**config.mk**
```make
export PLATFORM = sky130hd
export DESIGN_NAME = throttle_plausibility_monitor_core_flat
export DESIGN_NICKNAME = d
export VERILOG_FILES = /design/src/design/tpm_pkg.sv /design/src/design/tpm_if.sv /design/src/design/tpm_cfg_regs.sv /design/src/design/tpm_lgt_mem.sv /design/src/design/throttle_plausibility_monitor_core.sv /design/src/flat_wrapper.sv
export SDC_FILE = /design/constraint.sdc
export NUM_CORES = 1
export LEC_CHECK = 0
export BUFFER_PORTS_ARGS = -buffer_cell sky130_fd_sc_hd__buf_2
export CORE_UTILIZATION = 40
export CTS_CLUSTER_SIZE = 10
export DETAILED_ROUTE_END_ITERATION = 8
export REMOVE_ABC_BUFFERS = 1
export SLEW_MARGIN = 20
export SYNTH_ARGS = -nofsm -noshare
export SYNTH_HDL_FRONTEND = slang
export SYNTH_SLANG_ARGS = --single-unit
```
**constraint.sdc**
```tcl
create_clock -name clk -period 12 [get_ports clk]
set_clock_uncertainty 0.15 [all_clocks]
set_input_delay 0.6 -clock clk [delete_from_list [all_inputs] [get_ports clk]]
set_output_delay 0.6 -clock clk [all_outputs]
set_load 0.01 [all_outputs]
```
**src/design/tpm_pkg.sv**
```systemverilog
// Package for the throttle plausibility monitor.
// Holds widths, check and register codes, shared types and the position compare.
// No dependencies.
`default_nettype none

package tpm_pkg;

  localparam int NOW_W      = 32;
  localparam int POS_W      = 16;
  localparam int OK_W       = 5;
  localparam int THR_W      = 15;
  localparam int NUM_CHECKS = 9;
  localparam int CHK_IDX_W  = 4;
  localparam int CFG_IDX_W  = 3;
  localparam int CFG_DATA_W = 32;

  localparam logic [CHK_IDX_W-1:0] CHK_PEDAL_PAIR    = 4'd0;
  localparam logic [CHK_IDX_W-1:0] CHK_THROTTLE_PAIR = 4'd1;
  localparam logic [CHK_IDX_W-1:0] CHK_PEDAL_A_CIRC  = 4'd2;
  localparam logic [CHK_IDX_W-1:0] CHK_PEDAL_B_CIRC  = 4'd3;
  localparam logic [CHK_IDX_W-1:0] CHK_THR_A_CIRC    = 4'd4;
  localparam logic [CHK_IDX_W-1:0] CHK_THR_B_CIRC    = 4'd5;
  localparam logic [CHK_IDX_W-1:0] CHK_TARGET        = 4'd6;
  localparam logic [CHK_IDX_W-1:0] CHK_BRAKE_CIRC    = 4'd7;
  localparam logic [CHK_IDX_W-1:0] CHK_BRAKE_THR     = 4'd8;
  localparam logic [CHK_IDX_W-1:0] CHK_LAST          = CHK_BRAKE_THR;

  typedef enum logic [CFG_IDX_W-1:0] {
    CFG_THRESHOLD     = 3'd0,
    CFG_SENSOR_LIMIT  = 3'd1,
    CFG_TARGET_LIMIT  = 3'd2,
    CFG_BRAKE_LIMIT   = 3'd3,
    CFG_STARTUP_GRACE = 3'd4,
    CFG_ENABLE_MASK   = 3'd5
  } cfg_idx_t;

  typedef struct packed {
    logic [THR_W-1:0]      threshold;
    logic [NOW_W-1:0]      sensor_limit;
    logic [NOW_W-1:0]      target_limit;
    logic [NOW_W-1:0]      brake_limit;
    logic [NOW_W-1:0]      startup_grace;
    logic [NUM_CHECKS-1:0] enable_mask;
  } tpm_cfg_t;

  typedef struct packed {
    logic [NOW_W-1:0]        now_ms;
    logic signed [POS_W-1:0] pedal_pos_a;
    logic signed [POS_W-1:0] pedal_pos_b;
    logic signed [POS_W-1:0] throttle_pos_a;
    logic signed [POS_W-1:0] throttle_pos_b;
    logic signed [POS_W-1:0] target_pos;
    logic [OK_W-1:0]         circuit_ok;
    logic                    brake_high;
    logic                    throttle_wide_open;
  } tpm_sample_t;

  // True when the absolute difference of the two positions is below the threshold.
  function automatic logic close_enough(input logic signed [POS_W-1:0] a,
                                        input logic signed [POS_W-1:0] b,
                                        input logic [THR_W-1:0]        thr);
    logic signed [POS_W:0] d;
    logic [POS_W:0]        m;
    d = {a[POS_W-1], a} - {b[POS_W-1], b};
    m = d[POS_W] ? (~d + 1'b1) : d;
    return m < {{(POS_W+1-THR_W){1'b0}}, thr};
  endfunction

endpackage

`default_nettype wire

```
**src/design/tpm_if.sv**
```systemverilog
// Valid/ready channel interfaces for samples and results.
// Depends on tpm_pkg.
`default_nettype none

interface tpm_in_if;
  import tpm_pkg::*;
  logic                    valid;
  logic                    ready;
  logic [NOW_W-1:0]        now_ms;
  logic signed [POS_W-1:0] pedal_pos_a;
  logic signed [POS_W-1:0] pedal_pos_b;
  logic signed [POS_W-1:0] throttle_pos_a;
  logic signed [POS_W-1:0] throttle_pos_b;
  logic signed [POS_W-1:0] target_pos;
  logic [OK_W-1:0]         circuit_ok;
  logic                    brake_high;
  logic                    throttle_wide_open;

  modport source (output valid, now_ms, pedal_pos_a, pedal_pos_b, throttle_pos_a,
                  throttle_pos_b, target_pos, circuit_ok, brake_high,
                  throttle_wide_open, input ready);
  modport sink (input valid, now_ms, pedal_pos_a, pedal_pos_b, throttle_pos_a,
                throttle_pos_b, target_pos, circuit_ok, brake_high,
                throttle_wide_open, output ready);
endinterface

interface tpm_out_if;
  import tpm_pkg::*;
  logic                  valid;
  logic                  ready;
  logic [NUM_CHECKS-1:0] fault_bits;
  logic                  currently_valid;
  logic                  valid_all_time;

  modport source (output valid, fault_bits, currently_valid, valid_all_time,
                  input ready);
  modport sink (input valid, fault_bits, currently_valid, valid_all_time,
                output ready);
endinterface

`default_nettype wire

```
**src/design/tpm_cfg_regs.sv**
```systemverilog
// Configuration register bank of the throttle plausibility monitor.
// Depends on tpm_pkg.
`default_nettype none

module tpm_cfg_regs (
  input  logic                            clk,
  input  logic                            rst_n,
  input  logic                            cfg_we,
  input  logic [tpm_pkg::CFG_IDX_W-1:0]   cfg_index,
  input  logic [tpm_pkg::CFG_DATA_W-1:0]  cfg_wdata,
  output tpm_pkg::tpm_cfg_t               cfg
);
  import tpm_pkg::*;

  tpm_cfg_t cfg_r, cfg_nxt;

  always_comb begin
    cfg_nxt = cfg_r;
    if (cfg_we) begin
      case (cfg_index)
        CFG_THRESHOLD:     cfg_nxt.threshold     = cfg_wdata[THR_W-1:0];
        CFG_SENSOR_LIMIT:  cfg_nxt.sensor_limit  = cfg_wdata[NOW_W-1:0];
        CFG_TARGET_LIMIT:  cfg_nxt.target_limit  = cfg_wdata[NOW_W-1:0];
        CFG_BRAKE_LIMIT:   cfg_nxt.brake_limit   = cfg_wdata[NOW_W-1:0];
        CFG_STARTUP_GRACE: cfg_nxt.startup_grace = cfg_wdata[NOW_W-1:0];
        CFG_ENABLE_MASK:   cfg_nxt.enable_mask   = cfg_wdata[NUM_CHECKS-1:0];
        default:           cfg_nxt = cfg_r;
      endcase
    end
  end

  always_ff @(posedge clk) begin
    if (!rst_n) begin
      cfg_r.threshold     <= 15'd1000;
      cfg_r.sensor_limit  <= 32'd100;
      cfg_r.target_limit  <= 32'd500;
      cfg_r.brake_limit   <= 32'd500;
      cfg_r.startup_grace <= 32'd1000;
      cfg_r.enable_mask   <= '1;
    end else begin
      cfg_r <= cfg_nxt;
    end
  end

  assign cfg = cfg_r;

endmodule

`default_nettype wire

```
**src/design/tpm_lgt_mem.sv**
```systemverilog
// Last-good-time store: one 32-bit entry per check, registered read port.
// Per-entry valid bits make unwritten entries read as zero after reset.
// Depends on tpm_pkg.
`default_nettype none

module tpm_lgt_mem (
  input  logic                           clk,
  input  logic                           rst_n,
  input  logic                           rd_en,
  input  logic [tpm_pkg::CHK_IDX_W-1:0]  rd_addr,
  output logic [tpm_pkg::NOW_W-1:0]      rd_data,
  input  logic                           wr_en,
  input  logic [tpm_pkg::CHK_IDX_W-1:0]  wr_addr,
  input  logic [tpm_pkg::NOW_W-1:0]      wr_data
);
  import tpm_pkg::*;

  logic [NOW_W-1:0]      mem [NUM_CHECKS];
  logic [NUM_CHECKS-1:0] vld_r;
  logic [NOW_W-1:0]      rd_data_r;

  always_ff @(posedge clk) begin
    if (wr_en) begin
      mem[wr_addr] <= wr_data;
    end
  end

  always_ff @(posedge clk) begin
    if (!rst_n) begin
      vld_r <= '0;
    end else if (wr_en) begin
      vld_r[wr_addr] <= 1'b1;
    end
  end

  always_ff @(posedge clk) begin
    if (rd_en) begin
      rd_data_r <= vld_r[rd_addr] ? mem[rd_addr] : '0;
    end
  end

  assign rd_data = rd_data_r;

endmodule

`default_nettype wire

```
**src/design/throttle_plausibility_monitor_core.sv**
```systemverilog
// Top level of the throttle plausibility monitor.
// Depends on tpm_pkg, tpm_if, tpm_cfg_regs and tpm_lgt_mem.
//
// Samples enter on in_ch, one beat per sample; each produces exactly one result
// beat on out_ch with the fault bits, the masked current validity and the sticky
// validity latch. The user must write registers through cfg_we/cfg_index/cfg_wdata
// only while no sample is in flight; the block itself does not enforce this.
// A sequencer walks the nine checks in order through the single read and write
// port of the last-good-time memory: a read is issued for one check per cycle
// unless the pipeline stalls, and the judge stage behind it evaluates it and
// writes the new time back. A new sample is taken in the cycle its predecessor
// issues its last read, so a sample can enter before its predecessor's result is out.
// Within and across samples a read never targets the entry being written.
// Reset restores the register defaults, sets the validity latch and marks all
// last-good times as zero; no clearing pass is needed. When out_ch.ready is low
// the waiting result stays in the result register; the next sample runs through
// its first eight checks and then holds with its last check in the judge stage,
// and in_ch.ready then stays low until the waiting beat is taken.
`default_nettype none

module throttle_plausibility_monitor_core (
  input  logic                           clk,
  input  logic                           rst_n,
  tpm_in_if.sink                         in_ch,
  tpm_out_if.source                      out_ch,
  input  logic                           cfg_we,
  input  logic [tpm_pkg::CFG_IDX_W-1:0]  cfg_index,
  input  logic [tpm_pkg::CFG_DATA_W-1:0] cfg_wdata
);
  import tpm_pkg::*;

  tpm_cfg_t cfg;

  tpm_cfg_regs u_cfg (
    .clk       (clk),
    .rst_n     (rst_n),
    .cfg_we    (cfg_we),
    .cfg_index (cfg_index),
    .cfg_wdata (cfg_wdata),
    .cfg       (cfg)
  );

  // Issue stage.
  tpm_sample_t          ctx_r;
  logic                 busy_r, busy_nxt;
  logic [CHK_IDX_W-1:0] idx_r, idx_nxt;
  logic                 good_sel;
  logic [NOW_W-1:0]     limit_sel;
  logic                 grace;

  // Judge stage.
  logic                  s2_vld_r;
  logic [CHK_IDX_W-1:0]  s2_idx_r;
  logic [NOW_W-1:0]      s2_now_r;
  logic                  s2_good_r;
  logic [NOW_W-1:0]      s2_limit_r;
  logic                  s2_grace_r;
  logic                  s2_last_r;
  logic [NUM_CHECKS-2:0] acc_r;
  logic [NOW_W-1:0]      last_good;
  logic [NOW_W-1:0]      elapsed;
  logic                  fail;
  logic [NUM_CHECKS-1:0] faults;
  logic                  cur_valid;

  // Result register.
  logic                  out_valid_r, out_valid_nxt;
  logic [NUM_CHECKS-1:0] out_faults_r;
  logic                  out_cur_r;
  logic                  latch_r, latch_nxt;

  logic stall, in_acc, issue, out_load;

  assign stall    = s2_vld_r & s2_last_r & out_valid_r & ~out_ch.ready;
  assign in_ch.ready = ~stall & (~busy_r | (idx_r == CHK_LAST));
  assign in_acc   = in_ch.valid & in_ch.ready;
  assign issue    = busy_r & ~stall;
  assign out_load = s2_vld_r & s2_last_r & ~stall;

  always_ff @(posedge clk) begin
    if (in_acc) begin
      ctx_r.now_ms             <= in_ch.now_ms;
      ctx_r.pedal_pos_a        <= in_ch.pedal_pos_a;
      ctx_r.pedal_pos_b        <= in_ch.pedal_pos_b;
      ctx_r.throttle_pos_a     <= in_ch.throttle_pos_a;
      ctx_r.throttle_pos_b     <= in_ch.throttle_pos_b;
      ctx_r.target_pos         <= in_ch.target_pos;
      ctx_r.circuit_ok         <= in_ch.circuit_ok;
      ctx_r.brake_high         <= in_ch.brake_high;
      ctx_r.throttle_wide_open <= in_ch.throttle_wide_open;
    end
  end

  always_comb begin
    busy_nxt = busy_r;
    idx_nxt  = idx_r;
    if (in_acc) begin
      busy_nxt = 1'b1;
      idx_nxt  = CHK_PEDAL_PAIR;
    end else if (issue) begin
      if (idx_r == CHK_LAST) begin
        busy_nxt = 1'b0;
      end else begin
        idx_nxt = idx_r + 1'b1;
      end
    end
  end

  always_ff @(posedge clk) begin
    if (!rst_n) begin
      busy_r <= 1'b0;
      idx_r  <= CHK_PEDAL_PAIR;
    end else begin
      busy_r <= busy_nxt;
      idx_r  <= idx_nxt;
    end
  end

  always_comb begin
    limit_sel = cfg.sensor_limit;
    case (idx_r)
      CHK_PEDAL_PAIR: begin
        good_sel = close_enough(ctx_r.pedal_pos_a, ctx_r.pedal_pos_b, cfg.threshold);
      end
      CHK_THROTTLE_PAIR: begin
        good_sel = close_enough(ctx_r.throttle_pos_a, ctx_r.throttle_pos_b,
                                cfg.threshold);
      end
      CHK_PEDAL_A_CIRC: good_sel = ctx_r.circuit_ok[0];
      CHK_PEDAL_B_CIRC: good_sel = ctx_r.circuit_ok[1];
      CHK_THR_A_CIRC:   good_sel = ctx_r.circuit_ok[2];
      CHK_THR_B_CIRC:   good_sel = ctx_r.circuit_ok[3];
      CHK_TARGET: begin
        good_sel  = close_enough(ctx_r.target_pos, ctx_r.throttle_pos_a, cfg.threshold);
        limit_sel = cfg.target_limit;
      end
      CHK_BRAKE_CIRC: good_sel = ctx_r.circuit_ok[4];
      CHK_BRAKE_THR: begin
        good_sel  = ~(ctx_r.brake_high & ctx_r.throttle_wide_open);
        limit_sel = cfg.brake_limit;
      end
      default: good_sel = 1'b1;
    endcase
  end

  assign grace = ctx_r.now_ms < cfg.startup_grace;

  tpm_lgt_mem u_mem (
    .clk     (clk),
    .rst_n   (rst_n),
    .rd_en   (issue),
    .rd_addr (idx_r),
    .rd_data (last_good),
    .wr_en   (s2_vld_r & ~stall & s2_good_r & ~s2_grace_r),
    .wr_addr (s2_idx_r),
    .wr_data (s2_now_r)
  );

  always_ff @(posedge clk) begin
    if (!rst_n) begin
      s2_vld_r <= 1'b0;
    end else if (!stall) begin
      s2_vld_r <= busy_r;
    end
  end

  always_ff @(posedge clk) begin
    if (issue) begin
      s2_idx_r   <= idx_r;
      s2_now_r   <= ctx_r.now_ms;
      s2_good_r  <= good_sel;
      s2_limit_r <= limit_sel;
      s2_grace_r <= grace;
      s2_last_r  <= (idx_r == CHK_LAST);
    end
  end

  assign elapsed   = s2_now_r - last_good;
  assign fail      = ~s2_good_r & ~s2_grace_r & (elapsed > s2_limit_r);
  assign faults    = {fail, acc_r};
  assign cur_valid = s2_grace_r | ((faults & cfg.enable_mask) == '0);

  always_ff @(posedge clk) begin
    if (s2_vld_r && !stall && !s2_last_r) begin
      acc_r[s2_idx_r[CHK_IDX_W-2:0]] <= fail;
    end
  end

  always_comb begin
    out_valid_nxt = out_valid_r & ~out_ch.ready;
    latch_nxt     = latch_r;
    if (out_load) begin
      out_valid_nxt = 1'b1;
      latch_nxt     = s2_grace_r | (latch_r & cur_valid);
    end
  end

  always_ff @(posedge clk) begin
    if (!rst_n) begin
      out_valid_r <= 1'b0;
      latch_r     <= 1'b1;
    end else begin
      out_valid_r <= out_valid_nxt;
      latch_r     <= latch_nxt;
    end
  end

  always_ff @(posedge clk) begin
    if (out_load) begin
      out_faults_r <= faults;
      out_cur_r    <= cur_valid;
    end
  end

  assign out_ch.valid           = out_valid_r;
  assign out_ch.fault_bits      = out_faults_r;
  assign out_ch.currently_valid = out_cur_r;
  assign out_ch.valid_all_time  = latch_r;

endmodule

`default_nettype wire

```
**src/flat_wrapper.sv**
```systemverilog
// flat-port wrapper written by rule: the top's interface ports become plain ports
module throttle_plausibility_monitor_core_flat import tpm_pkg::*;
  (clk, rst_n, cfg_we, cfg_index, cfg_wdata, in_ch_valid, in_ch_now_ms, in_ch_pedal_pos_a, in_ch_pedal_pos_b, in_ch_throttle_pos_a, in_ch_throttle_pos_b, in_ch_target_pos, in_ch_circuit_ok, in_ch_brake_high, in_ch_throttle_wide_open, in_ch_ready, out_ch_valid, out_ch_fault_bits, out_ch_currently_valid, out_ch_valid_all_time, out_ch_ready);
  tpm_in_if in_ch_i ();
  tpm_out_if out_ch_i ();
  input  logic clk;
  input  logic rst_n;
  input  logic cfg_we;
  input  logic [tpm_pkg::CFG_IDX_W-1:0] cfg_index;
  input  logic [tpm_pkg::CFG_DATA_W-1:0] cfg_wdata;
  input wire logic [$bits(in_ch_i.valid)-1:0] in_ch_valid;
  input wire logic [$bits(in_ch_i.now_ms)-1:0] in_ch_now_ms;
  input wire logic [$bits(in_ch_i.pedal_pos_a)-1:0] in_ch_pedal_pos_a;
  input wire logic [$bits(in_ch_i.pedal_pos_b)-1:0] in_ch_pedal_pos_b;
  input wire logic [$bits(in_ch_i.throttle_pos_a)-1:0] in_ch_throttle_pos_a;
  input wire logic [$bits(in_ch_i.throttle_pos_b)-1:0] in_ch_throttle_pos_b;
  input wire logic [$bits(in_ch_i.target_pos)-1:0] in_ch_target_pos;
  input wire logic [$bits(in_ch_i.circuit_ok)-1:0] in_ch_circuit_ok;
  input wire logic [$bits(in_ch_i.brake_high)-1:0] in_ch_brake_high;
  input wire logic [$bits(in_ch_i.throttle_wide_open)-1:0] in_ch_throttle_wide_open;
  output wire logic [$bits(in_ch_i.ready)-1:0] in_ch_ready;
  output wire logic [$bits(out_ch_i.valid)-1:0] out_ch_valid;
  output wire logic [$bits(out_ch_i.fault_bits)-1:0] out_ch_fault_bits;
  output wire logic [$bits(out_ch_i.currently_valid)-1:0] out_ch_currently_valid;
  output wire logic [$bits(out_ch_i.valid_all_time)-1:0] out_ch_valid_all_time;
  input wire logic [$bits(out_ch_i.ready)-1:0] out_ch_ready;
  assign in_ch_i.valid = in_ch_valid;
  assign in_ch_i.now_ms = in_ch_now_ms;
  assign in_ch_i.pedal_pos_a = in_ch_pedal_pos_a;
  assign in_ch_i.pedal_pos_b = in_ch_pedal_pos_b;
  assign in_ch_i.throttle_pos_a = in_ch_throttle_pos_a;
  assign in_ch_i.throttle_pos_b = in_ch_throttle_pos_b;
  assign in_ch_i.target_pos = in_ch_target_pos;
  assign in_ch_i.circuit_ok = in_ch_circuit_ok;
  assign in_ch_i.brake_high = in_ch_brake_high;
  assign in_ch_i.throttle_wide_open = in_ch_throttle_wide_open;
  assign in_ch_ready = in_ch_i.ready;
  assign out_ch_valid = out_ch_i.valid;
  assign out_ch_fault_bits = out_ch_i.fault_bits;
  assign out_ch_currently_valid = out_ch_i.currently_valid;
  assign out_ch_valid_all_time = out_ch_i.valid_all_time;
  assign out_ch_i.ready = out_ch_ready;
  throttle_plausibility_monitor_core u_core (.clk(clk), .rst_n(rst_n), .in_ch(in_ch_i), .out_ch(out_ch_i), .cfg_we(cfg_we), .cfg_index(cfg_index), .cfg_wdata(cfg_wdata));
endmodule
```
==> results of run 1 <==
[final cells by class]
| type | count | area [um^2] | share of cell area, % |
|---|---|---|---|
| timing repair buffer | 318 | 2280 | 5.94 |
| antenna | 4 | 10.0 | 0.0261 |
| inverter | 190 | 713 | 1.86 |
| clock buffer | 139 | 2290 | 5.95 |
| multi-input combinational | 1729 | 12400 | 32.4 |
| clock inverter | 13 | 111 | 0.290 |
| sequential | 697 | 19200 | 50.1 |
| tap | 1060 | 1330 | 3.45 |
[metrics by stage]
stage,util (%),cell area (um^2)
floorplan,-,32300
global placement,43.1,34800
detailed placement,43.1,34800
CTS,47.6,38400
global route,47.6,38400
finish,47.6,38400
[sequential cells by signal (all words and copies together), names as in the netlist]
register and count:
u_core.s2_idx_r 4, u_core.s2_grace_r 1, u_core.acc_r 8, u_core.out_ch.valid_all_time 1
u_core.s2_now_r 32, u_core.idx_r 4, u_core.u_mem.vld_r 9, u_core.s2_vld_r 1
u_core.out_ch.currently_valid 1, u_core.busy_r 1, u_core.out_ch.fault_bits 9, u_core.u_cfg.cfg 152
u_core.s2_good_r 1, u_core.s2_last_r 1, u_core.s2_limit_r 32, u_core.u_mem.mem 288
u_core.out_ch.valid 1, u_core.ctx_r 119, u_core.u_mem.rd_data 32
[routing by layer]
| layer | up-vias | track usage [%] | part of all wire, % |
|---|---|---|---|
| li1 | 10500 | - | - |
| met1 | 10800 | 26.6 | 43 |
| met2 | 606 | 34.1 | 48 |
| met3 | 138 | 2.97 | 5.4 |
| met4 | 6 | 7.47 | 2.9 |
| met5 | - | 0 | 0.047 |
[power by group]
group	internal [uW]	total [uW]	switching, uW
sequential	2660	2710	49.2
combinational	307	691	384
clock	1300	2250	957
total	4260	5650	1390
[synthesized netlist by cell type, types with 9 or more instances]
master and number:
a211oi_1 10, a21boi_0 123, a21o_1 52, a21oi_1 107
a22oi_1 40, a31oi_1 16, and2_1 11, and3_1 10
buf_1 9, clkbuf_1 89, dfxtp_1 169, edfxtp_1 528
ha_1 191, inv_1 189, mux2i_1 35, mux4_2 65
nand2_1 431, nand2b_1 21, nand3_1 49, nand4_1 20
nor2_1 136, nor2b_1 20, nor3_1 22, nor4_1 15
o211ai_1 23, o21a_1 40, o21ai_0 69, o31ai_1 16
or3_1 14, xnor2_1 64, xor2_1 30
[worst reg2reg max path: cells and delay by family, from the launching register on]
family	cells	cell delay (ps)
AOI/OAI and AO/OA	12	3940
adders and majority gates	3	870
and+or+nand+nor	4	700
DFF	1	510
buffers and inverters	2	170
xor gates and xnor gates	1	150
[cell families (layout without fill, tap and decap cells)]
kind of cell / count (synthesis) / after routing / share of synthesized area, %
other: 0 / 4 / 0
xor gates and xnor gates: 94 / 94 / 2.52
AOI/OAI and AO/OA: 554 / 554 / 11.6
adders and majority gates: 195 / 195 / 7.55
muxes: 100 / 100 / 5.55
DFF: 697 / 697 / 58.8
and+or+nand+nor: 786 / 786 / 10.6
buffers and inverters: 291 / 660 / 3.39
[cell usage in the layout, fill, tap and decap left out, types with 64 or more instances in the layout]
master | netlist | routed
edfxtp_1 | 528 | 528
nand2_1 | 431 | 431
ha_1 | 191 | 191
inv_1 | 189 | 189
buf_2 | 1 | 170
dfxtp_1 | 169 | 165
nor2_1 | 136 | 132
a21boi_0 | 123 | 123
dlygate4sd3_1 | 0 | 119
a21oi_1 | 107 | 107
clkbuf_16 | 0 | 82
o21ai_0 | 69 | 69
mux4_2 | 65 | 65
xnor2_1 | 64 | 64
[worst max path at each step]
| stage | startpoint | end | cells past startpoint |
|---|---|---|---|
| finish | u_core.s2_now_r[0]$_DFFE_PP_ | u_core.out_ch.currently_valid$_DFFE_PP_ | 22 |
| global route | u_core.s2_now_r[0]$_DFFE_PP_ | u_core.out_ch.currently_valid$_DFFE_PP_ | 22 |
| CTS | u_core.s2_now_r[0]$_DFFE_PP_ | u_core.out_ch.currently_valid$_DFFE_PP_ | 22 |
| detailed placement | u_core.s2_now_r[0]$_DFFE_PP_ | u_core.out_ch.currently_valid$_DFFE_PP_ | 22 |
| global placement | u_core.s2_now_r[0]$_DFFE_PP_ | u_core.out_ch.currently_valid$_DFFE_PP_ | 22 |
| floorplan | out_ch_ready | u_core.idx_r[0]$_SDFFE_PP0P_ | 6 |
==> out/qor.yml, run 1 <==
outcome: "finished, violations left"
violations: "design-rule violations"
drt-vias-per-instance: 5.31
drt_iter0_markers: 1689
hold_slack_ps: 118
cts_buffer_depth: 3
max_stage_delay_ps: 680
ctsHoldBuffers: 119
design.core.area_um2: 80700
grt_first_pass_wirelength_mm: 128
fillCellCount: 7184
synth.area.top_cells: "edfxtp_1, dfxtp_1, ha_1"
synth_top_area_cell: "edfxtp_1"
hold_class: "primary input to register"
ys_async_sr_fraction_pct: 0
crit_chain: "inv_1, ha_1, inv_1, fa_1, a21o_1, a221oi_1, a221oi_1, a21o_1, o311a_1, o41ai_1, a21oi_1, a21oi_1, o21bai_1, xor2_1, ha_1, nand4_1, nor4_1, nand2_1, a21o_1, a31oi_1, a21o_1, nand2b_1"
critPathLaunchType: "register"
critPathRequiredTime_ps: 12220
antenna_found_initial: 12
worstRegToRegCells: 22
layout-drive-gt1-share_pct: 12.9
cts_max_level: 3
die_area_um2: 82900
min_to: "u_core.u_cfg.cfg[58]$_SDFFE_PN0P_"
track_usage_pct: 20.3
hold_violations: 0
setup_tns_ps: 0
power.density_nw_per_um2: 147
rsz0062_at_grt: "no"
p_total_uw: 5650
setup_ws_ps: 5280
critPathMaxFanout: 10
drcViolationCount: 20
synth_edf_count: 528
hp-start: "cfg_wdata[17]"
first_pass_iters: 7
clk_latency_ps: 630
rows: 104
hold_path_depth: 3
hpwl_mm: 55.0
critPathKind: "register to register"
synthCells: 2717
die_w_um: 288
layout_min_cycle_time_ps: 6720
start_util_pct: 40.5
numCtsBuffers: 82
ctsResizeCount: 0
crit_buf_inv: 2
irDropWorstVdd_v: 0.000104
tightestPinTransition_ps: 1060
rrSetupSlack_ps: 5280
crit_slowest_cell: "a31oi_1"
final_max_slew_viol_count: 0
syn_avg_cell_area_um2: 12.0
reg2reg_to: "u_core.out_ch.currently_valid$_DFFE_PP_"
cts_sinks: 697
fin_crit_sh_pct: 56.0
ys_seq_area_share_pct: 58.8
arrival_ps: 6940
cts_tree: "built"
area_delta_synth_final_pct: 17.4
num_io_pins: 172
final_nets: 3372
netlist_area_um2: 32700
crit_family: "compound AO/OA/AOI/OAI gates"
slew_headroom_pct: 29.5
end_kind: "register"
drt-total-wl_mm: 84.2
max_cap_viol_count: 0
ant_nets: 0
finalSetupViolCount: 0
synth_top_area_share_pct: 48.5
yosys_warnings: 0
wl_per_cell_um: 20.3
port_buffers: 171
cpMostUsedCell: "a21o_1"
root_buffer: "clkbuf_16"
ys_ff_latch: 697
synth_flop_cell: "edfxtp_1"
fmax_mhz: 149
first_global_vias: 22400
ys_types: 75
overflow: 0
timing.rr.start: "u_core.s2_now_r[0]$_DFFE_PP_"
grt_max_degree: 90
gp_congestion: 0.830
dp.cells: 3874
post_cts_buffers: 0
die_y_um: 288
place_ws_ps: 5300
leakage_uw: 0.0143
fin_cells: 4150
clkTransAtPathRegs_ps: 60
vias: 22000
No activity file was read; power rests on OpenSTA's default activity.
==> run 2: changes to the inputs <==
==> constraint.sdc (replaced) <==
create_clock -name clk -period 6.44 [get_ports clk]
set_clock_uncertainty 0.15 [all_clocks]
set_input_delay 0.322 -clock clk [delete_from_list [all_inputs] [get_ports clk]]
set_output_delay 0.322 -clock clk [all_outputs]
set_load 0.01 [all_outputs]
==> run 2 against run 1 <==
Compared with the run above: the flow now finishes without violations; worst hold slack lost 29 ps; sequential share of layout area fell by 0.55 points; largest cell class unchanged; sequential power rose by 86%; global-route usage grew 0.083 points; critical endpoint unchanged; highest routed layer unchanged; setup slack worse by 4800 ps; non-clock buffer count up 36; final area grew 1.1%; critical path type unchanged; count of clock-buffer cells in the layout increased by 6.
==> out/qor.yml, run 2 (synthesis gave the netlist of run 1 again) <==
drcViolationCount: 0  # -100%
power_frac_seq_pct: 47.2  # -0.7 points
power.density_nw_per_um2: 275  # +87%
fmax_mhz: 168  # +13%
grt_first_pass_wirelength_mm: 129  # +0.71%
hold_path_depth: 2  # -1
layout_common_cells: "edfxtp_1, nand2_1, ha_1"
cts_tree: "built"
rows: 104  # unchanged
critPathRequiredTime_ps: 6680  # -5540 ps
die_area_um2: 82900  # unchanged
rrSetupSlack_ps: 500  # -4770 ps
hpwl_mm: 54.9  # -0.31%
cts_max_level: 3  # unchanged
min_to: "u_core.u_cfg.cfg[43]$_SDFFE_PN1P_"
arrival_ps: 6170  # -770 ps
vias: 22200  # +0.70%
swShare_pct: 24.7  # +0.082 points
ant_nets: 0  # unchanged
first_global_vias: 22600  # +0.73%
drt-vias-per-instance: 5.30  # -0.19%
overflow: 0  # unchanged
tightestPinTransition_ps: 1110  # +54.0 ps
setup.worst_path.start: "u_core.s2_now_r[0]$_DFFE_PP_"
largest_reg_flops: 288  # unchanged
outcome: "finished clean"
internal_power_uw: 8050  # +89%
fillCellCount: 7150  # -0.47%
rsz0062_at_grt: "no"
wl_per_cell_um: 20.0  # -1.4%
critPathKind: "register to register"
leakage_uw: 0.0145  # +1.3%
antenna_found_initial: 6  # -6
cts_sinks: 697  # unchanged
numCtsBuffers: 82  # unchanged
gr-usage-met1_pct: 26.4  # -0.21 points
end_kind: "register"
start_util_pct: 40.5  # unchanged
timing.rr.start: "u_core.s2_now_r[0]$_DFFE_PP_"
max_cap_viol_count: 0  # unchanged
final_common_cell: "edfxtp_1"
irDropWorstVdd_v: 0.000199  # +91%
grt_max_degree: 86  # -4.4%
worstRegToRegCells: 23  # +4.5%
use_met2_pct: 35.0  # +0.87 points
gr-max-usage-layer: "met2"
use_met3_pct: 3.04  # +0.071 points
root_buffer: "clkbuf_16"
hold_class: "primary input to register"
die_w_um: 288  # unchanged
layout_min_cycle_time_ps: 5940  # -786 ps
first_pass_iters: 8  # +1
drt_iter0_markers: 1696  # +0.41%
post_cts_buffers: 0  # unchanged
critPathLaunchType: "register"
multi_input_area_um2: 12400  # about the same
fin_crit_sh_pct: 92.2  # +36 points
p_clk_share_pct: 40.5  # +0.6 points
dp.cells: 3878  # +0.10%
p_sw_uw: 2640  # +90%
final_max_slew_viol_count: 0  # unchanged
final_nets: 3408  # +1.1%
finalSetupViolCount: 0  # unchanged
hold_violations: 0  # unchanged
clk_latency_ps: 640  # about the same
num_io_pins: 172  # unchanged
die_y_um: 288  # unchanged
postLayoutCoreUtil_pct: 48.1  # +0.53 points
regArea_um2: 19200  # unchanged
design.core.area_um2: 80700  # unchanged
area_delta_synth_final_pct: 18.7
hp-start: "rst_n"
cts_buffer_depth: 3  # unchanged
combPwrFrac_pct: 12.3  # about the same
largest-register: "u_core.u_mem.mem"
gp_congestion: 0.835  # +0.55%
critPathMaxFanout: 10  # unchanged
slew_headroom_pct: 25.8  # -3.7 points
track_usage_pct: 20.4  # +0.083 points
layout-drive-gt1-share_pct: 12.8  # -0.089 points
drt-total-wl_mm: 83.8  # -0.47%
reg2reg_to: "u_core.out_ch.currently_valid$_DFFE_PP_"
clkTransAtPathRegs_ps: 60  # about the same
ctsResizeCount: 0  # unchanged
fin_cells: 4187  # +0.89%
port_buffers: 171  # unchanged
[run 2: cell count changes in the layout (fill, tap and decap cells not counted), sizes merged]
cell and delta:
clkinv -8, clkbuf +6, dlygate4sd3 +33, buf +3, inv +3
[run 2: worst max-delay path by stage]
| stage | to | cells past startpoint | slack, ps |
|---|---|---|---|
| floorplan | u_core.idx_r[1]$_SDFFE_PP0P_ | 7 | -50 |
| global placement | u_core.out_ch.currently_valid$_DFFE_PP_ | 23 | 620 |
| detailed placement | u_core.out_ch.currently_valid$_DFFE_PP_ | 23 | 520 |
| CTS | u_core.out_ch.currently_valid$_DFFE_PP_ | 23 | 480 |
| global route | u_core.out_ch.currently_valid$_DFFE_PP_ | 23 | 10 |
| finish | u_core.out_ch.currently_valid$_DFFE_PP_ | 23 | 500 |
[run 2: area by class of cell]
type	instances	area share (%)
antenna	4	0.0258
timing repair buffer	354	6.73
clock buffer	145	6.10
multi-input combinational	1729	32.0
tap	1060	3.42
sequential	697	49.6
inverter	190	1.84
clock inverter	8	0.316
[run 2: layer usage]
metal  routed length [um]  up-vias
met5                   10        -
met4                 2140        2
met3                 4360      131
met2                41000      629
met1                36300    10800
li1                     -    10600
[run 2: what timing repair did]
| action | CTS | global route |
|---|---|---|
| endpoints found under the hold margin | 272 | 0 |
| endpoints found under the setup margin | 0 | 0 |
| hold buffers | 152 | 0 |
[run 2: power by group through the flow]
stage / clock, uW / sequential, uW / combinational (uW)
after floorplan: 0 / 5120 / 868
after global placement: 0 / 5130 / 1200
after detailed placement: 0 / 5140 / 1230
after CTS: 4420 / 5050 / 1310
after global routing: 4590 / 5060 / 1470
final: 4330 / 5050 / 1310
[run 2: worst max-delay path, stage by stage, from the launching register on]
cell,delay (ps)
edfxtp_1,510
inv_1,100
ha_1,180
inv_1,60
fa_1,400
a21o_1,220
a221oi_1,260
buf_4,190
a221oi_1,130
a21o_1,270
o311a_1,310
o41ai_1,560
a21oi_1,200
a21oi_1,190
o21bai_1,90
xor2_1,140
ha_1,300
nand4_1,120
nor4_1,420
nand2_1,140
a21o_1,180
a31oi_1,290
a21o_1,200
nand2b_1,50
[run 2: metrics by stage]
| step | area [um^2] | hold WS [ps] | setup WS, ps | setup TNS (ps) | power (uW) |
|---|---|---|---|---|---|
| 2_1_floorplan | 32300 | 244 | -51.2 | -132 | 5990 |
| 3_3_place_gp | 34800 | 292 | 616 | 0 | 6330 |
| 3_5_place_dp | 34800 | 300 | 520 | 0 | 6370 |
| 4_1_cts | 38800 | 63.8 | 482 | 0 | 10800 |
| 5_1_grt | 38800 | 122 | 12.2 | 0 | 11100 |
| 6_report | 38800 | 88.8 | 504 | 0 | 10700 |
